## src/rtl/lce_pkg.sv

```systemverilog
package lce_pkg;

  localparam int CNT_W   = 10;  // tick countdown width
  localparam int PHASE_W = 3;
  localparam int CH_W    = 8;   // one color channel
  localparam int RGB_W   = 3 * CH_W;
  localparam int SPEED_W = 7;
  localparam int MODE_W  = 3;

  // effect_mode codes
  localparam logic [MODE_W-1:0] MODE_CONTINUOUS = 3'd0;
  localparam logic [MODE_W-1:0] MODE_FLASH      = 3'd1;
  localparam logic [MODE_W-1:0] MODE_STROBE     = 3'd2;
  localparam logic [MODE_W-1:0] MODE_FADE       = 3'd3;
  localparam logic [MODE_W-1:0] MODE_SMOOTH     = 3'd4;

  // configuration register indexes
  localparam logic [1:0] REG_EFFECT_MODE   = 2'd0;
  localparam logic [1:0] REG_BASE_COLOR    = 2'd1;
  localparam logic [1:0] REG_SPEED_SETTING = 2'd2;
  localparam logic [1:0] REG_POWER_LEVEL   = 2'd3;

  localparam logic [RGB_W-1:0] COLOR_RED   = 24'hFF0000;
  localparam logic [RGB_W-1:0] COLOR_GREEN = 24'h00FF00;
  localparam logic [RGB_W-1:0] COLOR_BLUE  = 24'h0000FF;
  localparam logic [RGB_W-1:0] COLOR_BLACK = 24'h000000;
  localparam logic [CH_W-1:0]  CH_MAX      = 8'hFF;

  localparam logic [3:0] SPEED_STEP_MS = 4'd10;
  // floor(p/50) = (p * 1311) >> 16, exact for p < 1024
  localparam logic [10:0] RECIP_50   = 11'd1311;
  localparam int          RECIP_SHFT = 16;
  localparam int          SMOOTH_SHFT = 3;  // period / 8

  typedef struct packed {
    logic [CNT_W-1:0]   countdown;
    logic [PHASE_W-1:0] phase;
    logic [CH_W-1:0]    fade_level;
    logic               fade_rising;
    logic [CH_W-1:0]    wheel_red;
    logic [CH_W-1:0]    wheel_green;
    logic [CH_W-1:0]    wheel_blue;
  } effect_state_t;

  localparam effect_state_t STATE_RESET = '{
    countdown:   '0,
    phase:       '0,
    fade_level:  '0,
    fade_rising: 1'b0,
    wheel_red:   CH_MAX,
    wheel_green: '0,
    wheel_blue:  '0
  };

  typedef struct packed {
    logic [MODE_W-1:0]  mode;
    logic [RGB_W-1:0]   base_color;
    logic [SPEED_W-1:0] speed;
  } effect_cfg_t;

  // exact floor(x/255) for x up to 255*255
  function automatic logic [CH_W-1:0] div255(input logic [2*CH_W-1:0] x);
    logic [2*CH_W:0] s;
    s = {1'b0, x} + {{(CH_W+1){1'b0}}, x[2*CH_W-1:CH_W]} + 17'd1;
    return s[2*CH_W-1:CH_W];
  endfunction

endpackage

```

## src/rtl/led_color_effect_generator.sv

```systemverilog
// LED color effect generator.
// Input stream (s_*): one request per millisecond tick; s_tdata[0] is restart,
// which puts the effect back to its first step and starts a new step on that tick.
// Output stream (m_*): exactly one request per input request, carrying the
// current frame (red, green, blue, power) and, in m_tuser, frame_valid, which
// is high when a new step began on that tick. Between steps the last frame is
// repeated with frame_valid low.
// Configuration: cfg_we writes cfg_wdata into register cfg_index (0 mode,
// 1 base color, 2 speed, 3 power); write only while the block is idle.
// The result of an accepted tick is registered and appears in the next cycle.
// Throughput: one tick per cycle; the whole step (period arithmetic, fade
// multiply, wheel update) sits between the state registers and the output
// register. A tick is taken while the output register is empty or being
// drained the same cycle, so a stalled receiver holds back the input side.
// Reset (rst, synchronous): registers cleared to zero, wheel at pure red, held
// frame black, output empty, first tick starts a step at once.
module led_color_effect_generator
  import lce_pkg::*;
#(
  parameter int PERIOD_BASE_MS = 1000
) (
  input  logic        clk,
  input  logic        rst,
  input  logic        s_tvalid,
  output logic        s_tready,
  input  logic [7:0]  s_tdata,   // [0] restart, [7:1] zero
  output logic        m_tvalid,
  input  logic        m_tready,
  output logic [31:0] m_tdata,   // [7:0] red_out, [15:8] green_out,
                                 // [23:16] blue_out, [31:24] power_out
  output logic [0:0]  m_tuser,   // [0] frame_valid
  input  logic        cfg_we,
  input  logic [1:0]  cfg_index,
  input  logic [23:0] cfg_wdata
);

  // configuration registers
  logic [MODE_W-1:0]  effect_mode;
  logic [RGB_W-1:0]   base_color;
  logic [SPEED_W-1:0] speed_setting;
  logic [CH_W-1:0]    power_level;

  effect_state_t    state, cur, step_next;
  effect_cfg_t      cfg;
  logic [RGB_W-1:0] frame;
  logic             take;
  logic             new_step;

  assign s_tready = !m_tvalid || m_tready;
  assign take     = s_tvalid && s_tready;

  // restart overrides the stored state for this tick
  assign cur      = s_tdata[0] ? STATE_RESET : state;
  assign new_step = (cur.countdown == '0);
  assign cfg      = '{mode: effect_mode, base_color: base_color, speed: speed_setting};

  lce_step #(
    .PERIOD_BASE_MS(PERIOD_BASE_MS)
  ) u_step (
    .cfg  (cfg),
    .cur  (cur),
    .nxt  (step_next),
    .frame(frame)
  );

  always_ff @(posedge clk) begin
    if (rst) begin
      effect_mode   <= MODE_CONTINUOUS;
      base_color    <= '0;
      speed_setting <= '0;
      power_level   <= '0;
    end else if (cfg_we) begin
      unique case (cfg_index)
        REG_EFFECT_MODE:   effect_mode   <= cfg_wdata[MODE_W-1:0];
        REG_BASE_COLOR:    base_color    <= cfg_wdata[RGB_W-1:0];
        REG_SPEED_SETTING: speed_setting <= cfg_wdata[SPEED_W-1:0];
        REG_POWER_LEVEL:   power_level   <= cfg_wdata[CH_W-1:0];
      endcase
    end
  end

  // effect state, held frame and output request
  always_ff @(posedge clk) begin
    if (rst) begin
      state    <= STATE_RESET;
      m_tvalid <= 1'b0;
      m_tdata  <= '0;
      m_tuser  <= '0;
    end else begin
      if (take) begin
        m_tvalid <= 1'b1;
        if (new_step) begin
          state   <= step_next;
          // frame repeats until the next step
          m_tdata <= {power_level, frame[7:0], frame[15:8], frame[23:16]};
          m_tuser <= 1'b1;
        end else begin
          // restart always opens a step, so only the countdown moves here
          state.countdown <= state.countdown - CNT_W'(1);
          m_tuser         <= 1'b0;
        end
      end else if (m_tready) begin
        m_tvalid <= 1'b0;
      end
    end
  end

endmodule

```

## src/rtl/lce_step.sv

```systemverilog
module lce_step
  import lce_pkg::*;
#(
  parameter int PERIOD_BASE_MS = 1000
) (
  input  effect_cfg_t      cfg,
  input  effect_state_t    cur,
  output effect_state_t    nxt,
  output logic [RGB_W-1:0] frame
);

  localparam logic [CNT_W:0] BASE = (CNT_W + 1)'(PERIOD_BASE_MS);

  logic [CNT_W:0]      cut;
  logic [CNT_W-1:0]    speed_p;
  logic [CNT_W+10:0]   fade_prod;
  logic [CNT_W-1:0]    period;
  logic [2*CH_W-1:0]   pr, pg, pb;
  logic [PHASE_W-1:0]  c;

  always_comb begin
    cut     = (CNT_W + 1)'(cfg.speed) * (CNT_W + 1)'(SPEED_STEP_MS);
    speed_p = (cut >= BASE) ? '0 : CNT_W'(BASE - cut);
    fade_prod = (CNT_W + 11)'(speed_p) * (CNT_W + 11)'(RECIP_50);
    pr = cfg.base_color[23:16] * cur.fade_level;
    pg = cfg.base_color[15:8]  * cur.fade_level;
    pb = cfg.base_color[7:0]   * cur.fade_level;
  end

  always_comb begin
    nxt    = cur;
    frame  = COLOR_BLACK;
    period = CNT_W'(BASE);
    c      = '0;
    unique case (cfg.mode)
      MODE_CONTINUOUS: begin
        frame = cfg.base_color;
      end
      MODE_FLASH: begin
        c = (cur.phase > 3'd2) ? 3'd0 : cur.phase;
        unique case (c)
          3'd0:    frame = COLOR_RED;
          3'd1:    frame = COLOR_GREEN;
          default: frame = COLOR_BLUE;
        endcase
        nxt.phase = (c == 3'd2) ? 3'd0 : c + 3'd1;
        period = speed_p;
      end
      MODE_STROBE: begin
        frame     = (cur.phase == '0) ? cfg.base_color : COLOR_BLACK;
        nxt.phase = (cur.phase == '0) ? 3'd1 : 3'd0;
        period    = speed_p;
      end
      MODE_FADE: begin
        frame = {div255(pr), div255(pg), div255(pb)};
        if (cur.fade_level == CH_MAX) nxt.fade_rising = 1'b0;
        else if (cur.fade_level == '0) nxt.fade_rising = 1'b1;
        nxt.fade_level = nxt.fade_rising ? cur.fade_level + 8'd1 : cur.fade_level - 8'd1;
        period = fade_prod[RECIP_SHFT +: CNT_W];
      end
      MODE_SMOOTH: begin
        frame = {cur.wheel_red, cur.wheel_green, cur.wheel_blue};
        c = (cur.phase > 3'd5) ? 3'd0 : cur.phase;
        nxt.phase = c;
        unique case (c)
          3'd0: begin
            nxt.wheel_green = cur.wheel_green + 8'd1;
            if (nxt.wheel_green == CH_MAX) nxt.phase = 3'd1;
          end
          3'd1: begin
            nxt.wheel_red = cur.wheel_red - 8'd1;
            if (nxt.wheel_red == '0) nxt.phase = 3'd2;
          end
          3'd2: begin
            nxt.wheel_blue = cur.wheel_blue + 8'd1;
            if (nxt.wheel_blue == CH_MAX) nxt.phase = 3'd3;
          end
          3'd3: begin
            nxt.wheel_green = cur.wheel_green - 8'd1;
            if (nxt.wheel_green == '0) nxt.phase = 3'd4;
          end
          3'd4: begin
            nxt.wheel_red = cur.wheel_red + 8'd1;
            if (nxt.wheel_red == CH_MAX) nxt.phase = 3'd5;
          end
          default: begin
            nxt.wheel_blue = cur.wheel_blue - 8'd1;
            if (nxt.wheel_blue == '0) nxt.phase = 3'd0;
          end
        endcase
        period = speed_p >> SMOOTH_SHFT;
      end
      default: begin
        frame = COLOR_BLACK;  // unused modes: black, only the countdown is reloaded
      end
    endcase
    // a zero period lasts one tick
    nxt.countdown = (period == '0) ? '0 : period - CNT_W'(1);
  end

endmodule

```

## config.mk

```make
export PLATFORM = sky130hd
export DESIGN_NAME = led_color_effect_generator
export DESIGN_NICKNAME = d
export VERILOG_FILES = /design/src/rtl/lce_pkg.sv /design/src/rtl/led_color_effect_generator.sv /design/src/rtl/lce_step.sv
export SDC_FILE = /design/constraint.sdc
export NUM_CORES = 1
export LEC_CHECK = 0
export BUFFER_PORTS_ARGS = -buffer_cell sky130_fd_sc_hd__buf_2
export CELL_PAD_IN_SITES_DETAIL_PLACEMENT = 0
export CELL_PAD_IN_SITES_GLOBAL_PLACEMENT = 1
export CORE_AREA = 2 2 192 194
export CTS_CLUSTER_DIAMETER = 150
export DETAILED_ROUTE_END_ITERATION = 10
export DIE_AREA = 0 0 194 196
export GPL_ROUTABILITY_DRIVEN = 1
export PLACE_DENSITY = 0.84
export SLEW_MARGIN = 20
export SYNTH_ARGS = -nofsm -noshare
export SYNTH_HDL_FRONTEND = slang
export SYNTH_HIERARCHICAL = 1
export SYNTH_SLANG_ARGS = --single-unit
export TNS_END_PERCENT = 10
```

## constraint.sdc

```tcl
create_clock -name clk -period 9.7 [get_ports clk]
set_input_delay 0.485 -clock clk [delete_from_list [all_inputs] [get_ports clk]]
set_output_delay 0.485 -clock clk [all_outputs]
set_load 0.005 [all_outputs]
```

==> results of run 1 <==
-- layout make-up --
class	instances	area (um2)	area share
well taps	468	586	0.0319
inverters	203	762	0.0415
flip-flops and latches	122	2440	0.133
clock inverters	14	146	0.00797
clock buffers	18	429	0.0234
multi-input cells	1676	13500	0.734
repair buffers	91	520	0.0283
-- per-stage QoR --
step	hold slack (ns)	area, um2	utilization
5_1_grt	0.293	18400	0.509
4_1_cts	0.260	18400	0.509
3_5_place_dp	0.442	17800	0.493
2_1_floorplan	0.427	17300	-
6_report	0.269	18400	0.509
3_3_place_gp	0.434	17800	0.493
-- where the power goes --
| group | switching, W | total, W | internal (W) |
|---|---|---|---|
| Sequential | 0.0000266 | 0.000546 | 0.000519 |
| Clock | 0.000269 | 0.000649 | 0.000379 |
| Combinational | 0.000411 | 0.000678 | 0.000266 |
-- layout by cell type (no fill, tap or decap), types with 17 or more instances in the layout --
master,n
a21o_1,29
xnor2_1,55
o21ai_0,110
nand3_1,93
a221oi_1,27
nor2b_1,31
ha_1,223
clkbuf_16,17
dfxtp_1,122
xor2_1,35
and3_1,22
nor3_1,30
mux2i_1,26
a211oi_1,17
buf_2,65
nor2_1,79
inv_1,202
o21ai_1,26
and2_1,107
nand2_1,202
fa_1,131
a21oi_1,150
buf_4,26
or2_2,17
-- flip-flops by register name, indices dropped and copies added, names as in the netlist --
| signal | cells |
|---|---|
| base_color | 24 |
| effect_mode | 3 |
| m_tdata | 32 |
| m_tuser | 1 |
| m_tvalid | 1 |
| power_level | 8 |
| speed_setting | 7 |
| state | 46 |
-- critical path, cell delays in order (launching register included) --
cell and delay (ns):
dfxtp_1 0.34, ha_1 0.30, ha_1 0.25, fa_1 0.45, a211oi_2 0.37, nor2_2 0.13
o21a_1 0.28, a2111oi_2 0.36, buf_4 0.24, inv_1 0.11, fa_1 0.64, xor2_1 0.27
ha_1 0.31, fa_1 0.51, fa_1 0.50, ha_1 0.32, ha_1 0.32, a21o_1 0.16
a31o_2 0.23, a211oi_1 0.61, o21ai_0 0.14, o21ai_0 0.23, nand2_1 0.18, or4_1 0.58
or3_1 0.33, a21oi_1 0.21, mux2i_1 0.10, o32ai_1 0.14
-- layer usage --
metal  track usage  vias to the layer above  share of wire
met5             0                        -              0
met4        0.0693                        0          0.019
met3        0.0296                       49          0.046
met2         0.417                      363           0.47
met1         0.337                     7505           0.46
li1              -                     7373              -
-- how the worst min path moves through the flow --
stage | end | slack (ns)
after floorplan | state[16] | 0.43
after global routing | base_color[12] | 0.29
final | base_color[22] | 0.27
after detailed placement | state[22] | 0.44
after CTS | base_color[22] | 0.26
after global placement | state[22] | 0.43
==> results.json, run 1 <==
{
  "min_period_ns": 8.72,
  "grt_max_degree": 82,
  "slew_viol_final": 0,
  "rsz0062_at_grt": "false",
  "reg2reg_from": "speed_setting[1]",
  "via_count": 15300,
  "hold_viol": 0,
  "critPathLaunch": "speed_setting[1]",
  "worstSetupPathType": "flip-flop to flip-flop",
  "vdd_drop_max_mv": 0.237,
  "setup_slack_ns": 0.977,
  "cts_num_sinks": 122,
  "finClkSkew_ns": 0.0178,
  "die_width_um": 194,
  "drcViolationCount": 0,
  "dp_cells": 2560,
  "worstSetupStartpointType": "flip-flop",
  "synth_cells": 2130,
  "cp-endpoint": "state[42]",
  "cts_buffer_depth": 2,
  "drt_first_pass_iters": 7,
  "start_util": 0.479,
  "hold_path_depth": 3,
  "wl_per_cell_um": 18.0,
  "reg2regPathDepth": 27,
  "setup_violations": 0,
  "rows": 70,
  "fillerInstances": 3482,
  "clk_pin_slew_ns": 0.07,
  "grt_pass1_vias": 15200,
  "syn_avg_cell_area_um2": 8.12,
  "leakagePower_nw": 8.71,
  "postRouteAntennaNets": 0,
  "cp.arrival_ns": 9.07,
  "finalWirelength_mm": 46.6,
  "postCtsSetupBuffers": 0,
  "diodes": 0,
  "nNetsFinal": 2504,
  "place_ws_ns": 0.975,
  "powerDensity_nw_per_um2": 102,
  "syn_nets": 2523,
  "drt_iter0_drc": 1104,
  "rr_endpoint": "state[42]",
  "die_height_um": 196,
  "maxSlewHeadroom": 0.300,
  "syn_to_final_growth_pct": 6.21,
  "cts_resized": 0,
  "tns_ns": 0,
  "cts_root_buf": "clkbuf_16",
  "drive_above_1_share": 0.0852,
  "syn_area_um2": 17300,
  "core_um2": 36100,
  "fmax_mhz": 115,
  "grt_overflow": 0,
  "cts-buffers-inserted": 17,
  "status": "complete, no violations",
  "cts_hold_buffers": 0,
  "worstHoldPathType": "primary input to flip-flop",
  "grt_first_pass_wirelength_mm": 77.3,
  "place_congestion": 0.879,
  "p_total_w": 0.00187,
  "io_pins": 74,
  "cp_max_fo": 8,
  "hpwl_mm": 33.9,
  "tightest_slew_ns": 1.05,
  "die_area_um2": 38000,
  "worstSkewPairLatency_ns": 0.45,
  "rrSetupSlack_ns": 0.98,
  "hold_path_startpoint": "cfg_wdata[22]",
  "critPathRequiredTime_ns": 10.04,
  "antenna_found_initial": 0,
  "viasPerCell": 5.90,
  "end_kind": "flip-flop",
  "cts.htree.levels": 4,
  "portBuffers": 66,
  "grt_use_total": 0.248,
  "cts_tree": "yes",
  "yosysWarnings": 6,
  "drv_cap": 0,
  "post-route-period-util": 0.899,
  "fin_cells": 2592
}
Note: power is estimated with default switching activity, not from simulation.
==> run 2: changes to the inputs <==
Settings changed: ABC_AREA set to 1, CORE_AREA 2 2 192 194 to 2 2 196 198, DIE_AREA 0 0 194 196 to 0 0 198 200, PLACE_DENSITY 0.84 to 0.85.
==> results.json, run 2 <==
{
  "fmax_mhz": 134,
  "path_common_cell": "ha_1",
  "cp_max_fo": 7,
  "cts.htree.levels": 4,
  "place_congestion": 0.893,
  "cts-buffers-inserted": 17,
  "largest-register": "state",
  "grt_first_pass_wirelength_mm": 75.3,
  "grt_use_total": 0.235,
  "grt_max_degree": 111,
  "worstSkewPairLatency_ns": 0.43,
  "io_pins": 74,
  "switching_power_w": 0.00123,
  "powerDensity_nw_per_um2": 145,
  "dpl_cell_area_um2": 18100,
  "largest_reg_flops": 46,
  "tightest_slew_ns": 1.00,
  "finalWirelength_mm": 44.6,
  "final_cell_mix": "nand2_1 (522), inv_1 (494), nor2_1 (331), ha_1 (223), o21ai_0 (155)",
  "top_regs": "state: 46 flops, m_tdata: 32 flops, base_color: 24 flops",
  "worstHoldPathType": "primary input to flip-flop",
  "portBuffers": 66,
  "postRouteAntennaNets": 0,
  "grt_overflow": 0,
  "crit_cells": 40,
  "cts_num_sinks": 122,
  "end_kind": "flip-flop",
  "syn_to_final_growth_pct": 7.28,
  "status": "complete, no violations",
  "synth_cells": 2577,
  "p_int_w": 0.00148,
  "syn_avg_cell_area_um2": 6.75,
  "drive_above_1_share": 0.0731,
  "die_area_um2": 39600,
  "leakagePower_nw": 10.7,
  "setup_violations": 0,
  "viasPerCell": 5.17,
  "critPathRequiredTime_ns": 10.06,
  "design_area_um2": 18600,
  "crit_slowest_cell": "fa_1",
  "rows": 71,
  "hpwl_mm": 34.2,
  "hold_viol": 0,
  "wl_per_cell_um": 14.4,
  "drt_first_pass_iters": 5,
  "cts_hold_buffers": 0,
  "drt_iter0_drc": 902,
  "die_width_um": 198,
  "via_count": 16000,
  "worstSetupPathType": "flip-flop to flip-flop",
  "reg2regPathDepth": 40,
  "worstSetupStartpointType": "flip-flop",
  "cts_resized": 0,
  "finClkSkew_ns": 0.0121,
  "maxSlewHeadroom": 0.331,
  "yosysWarnings": 6,
  "slew_viol_final": 0,
  "p_total_w": 0.00270,
  "hold_path_depth": 3,
  "vdd_drop_max_mv": 0.152,
  "clockPowerShare": 0.235,
  "post-route-period-util": 0.770,
  "cts_buffer_depth": 2,
  "cts_tree": "yes",
  "drv_cap": 0,
  "tns_ns": 0,
  "core_um2": 37400,
  "diodes": 0,
  "syn_area_um2": 17400,
  "grt_pass1_vias": 15500,
  "nNetsFinal": 2965,
  "antenna_found_initial": 0,
  "cp.arrival_ns": 7.82,
  "fillerInstances": 3796,
  "cts_root_buf": "clkbuf_16",
  "register_area_um2": 2440,
  "clk_pin_slew_ns": 0.06,
  "syn_nets": 2970,
  "combPwrFrac": 0.536,
  "power.share.switching": 0.454,
  "multiInputGateArea_um2": 12700,
  "drcViolationCount": 0,
  "min_period_ns": 7.47,
  "power_frac_seq": 0.229,
  "layout_commonest_cell": "nand2_1",
  "postCtsSetupBuffers": 0,
  "start_util": 0.465,
  "crit_family": "adder cells",
  "crit_buf_inv": 6,
  "rsz0062_at_grt": "false",
  "slowest_delay_ns": 0.65,
  "die_height_um": 200
}
-- run 2: layout make-up --
type                            count  share of cell area
Inverter                          498               0.100
Sequential cell                   122               0.131
Clock inverter                     13             0.00704
Timing Repair Buffer               83              0.0246
Tap cell                          511              0.0343
Clock buffer                       19              0.0243
Multi-Input combinational cell   1850               0.679
-- run 2: path summary, 6_finish.rpt --
| kind | startpoint | to | slack [ns] |
|---|---|---|---|
| max | speed_setting[1] | state[43] | 2.23 |
| min | cfg_wdata[14] | base_color[14] | 0.28 |
| max reg2reg | speed_setting[1] | state[43] | 2.23 |
| min reg2reg | power_level[6] | power_level[6] | 0.45 |
-- run 2: tightest hold or removal path, stage by stage --
cell and delay (ns):
buf_2 0.07, nor2_1 0.03, nor2_1 0.08
-- run 2: metrics by stage --
stage / hold WS (ns) / setup slack (ns) / util / instances
2_1_floorplan: 0.421 / 2.74 / - / 2577
3_3_place_gp: 0.432 / 2.26 / 0.483 / 3064
3_5_place_dp: 0.440 / 2.22 / 0.483 / 3064
4_1_cts: 0.276 / 2.19 / 0.499 / 3096
5_1_grt: 0.308 / 1.47 / 0.499 / 3096
6_report: 0.278 / 2.23 / 0.499 / 3096
-- run 2: layer usage --
layer	routed length, um	track usage	share of wire	up-vias
met2	21300	0.413	0.48	364
met3	1870	0.0215	0.042	46
met1	20600	0.310	0.46	7561
met4	784	0.0657	0.018	0
met5	0	0	0	-
li1	-	-	-	8029
-- run 2: power by group through the flow --
| stage | sequential (W) | combinational (W) | clock (W) |
|---|---|---|---|
| after CTS | 0.000619 | 0.00146 | 0.000647 |
| after global placement | 0.000628 | 0.00142 | 0 |
| after floorplan | 0.000604 | 0.00114 | 0 |
| after detailed placement | 0.000629 | 0.00144 | 0 |
| final | 0.000620 | 0.00145 | 0.000635 |
| after global routing | 0.000627 | 0.00170 | 0.000669 |
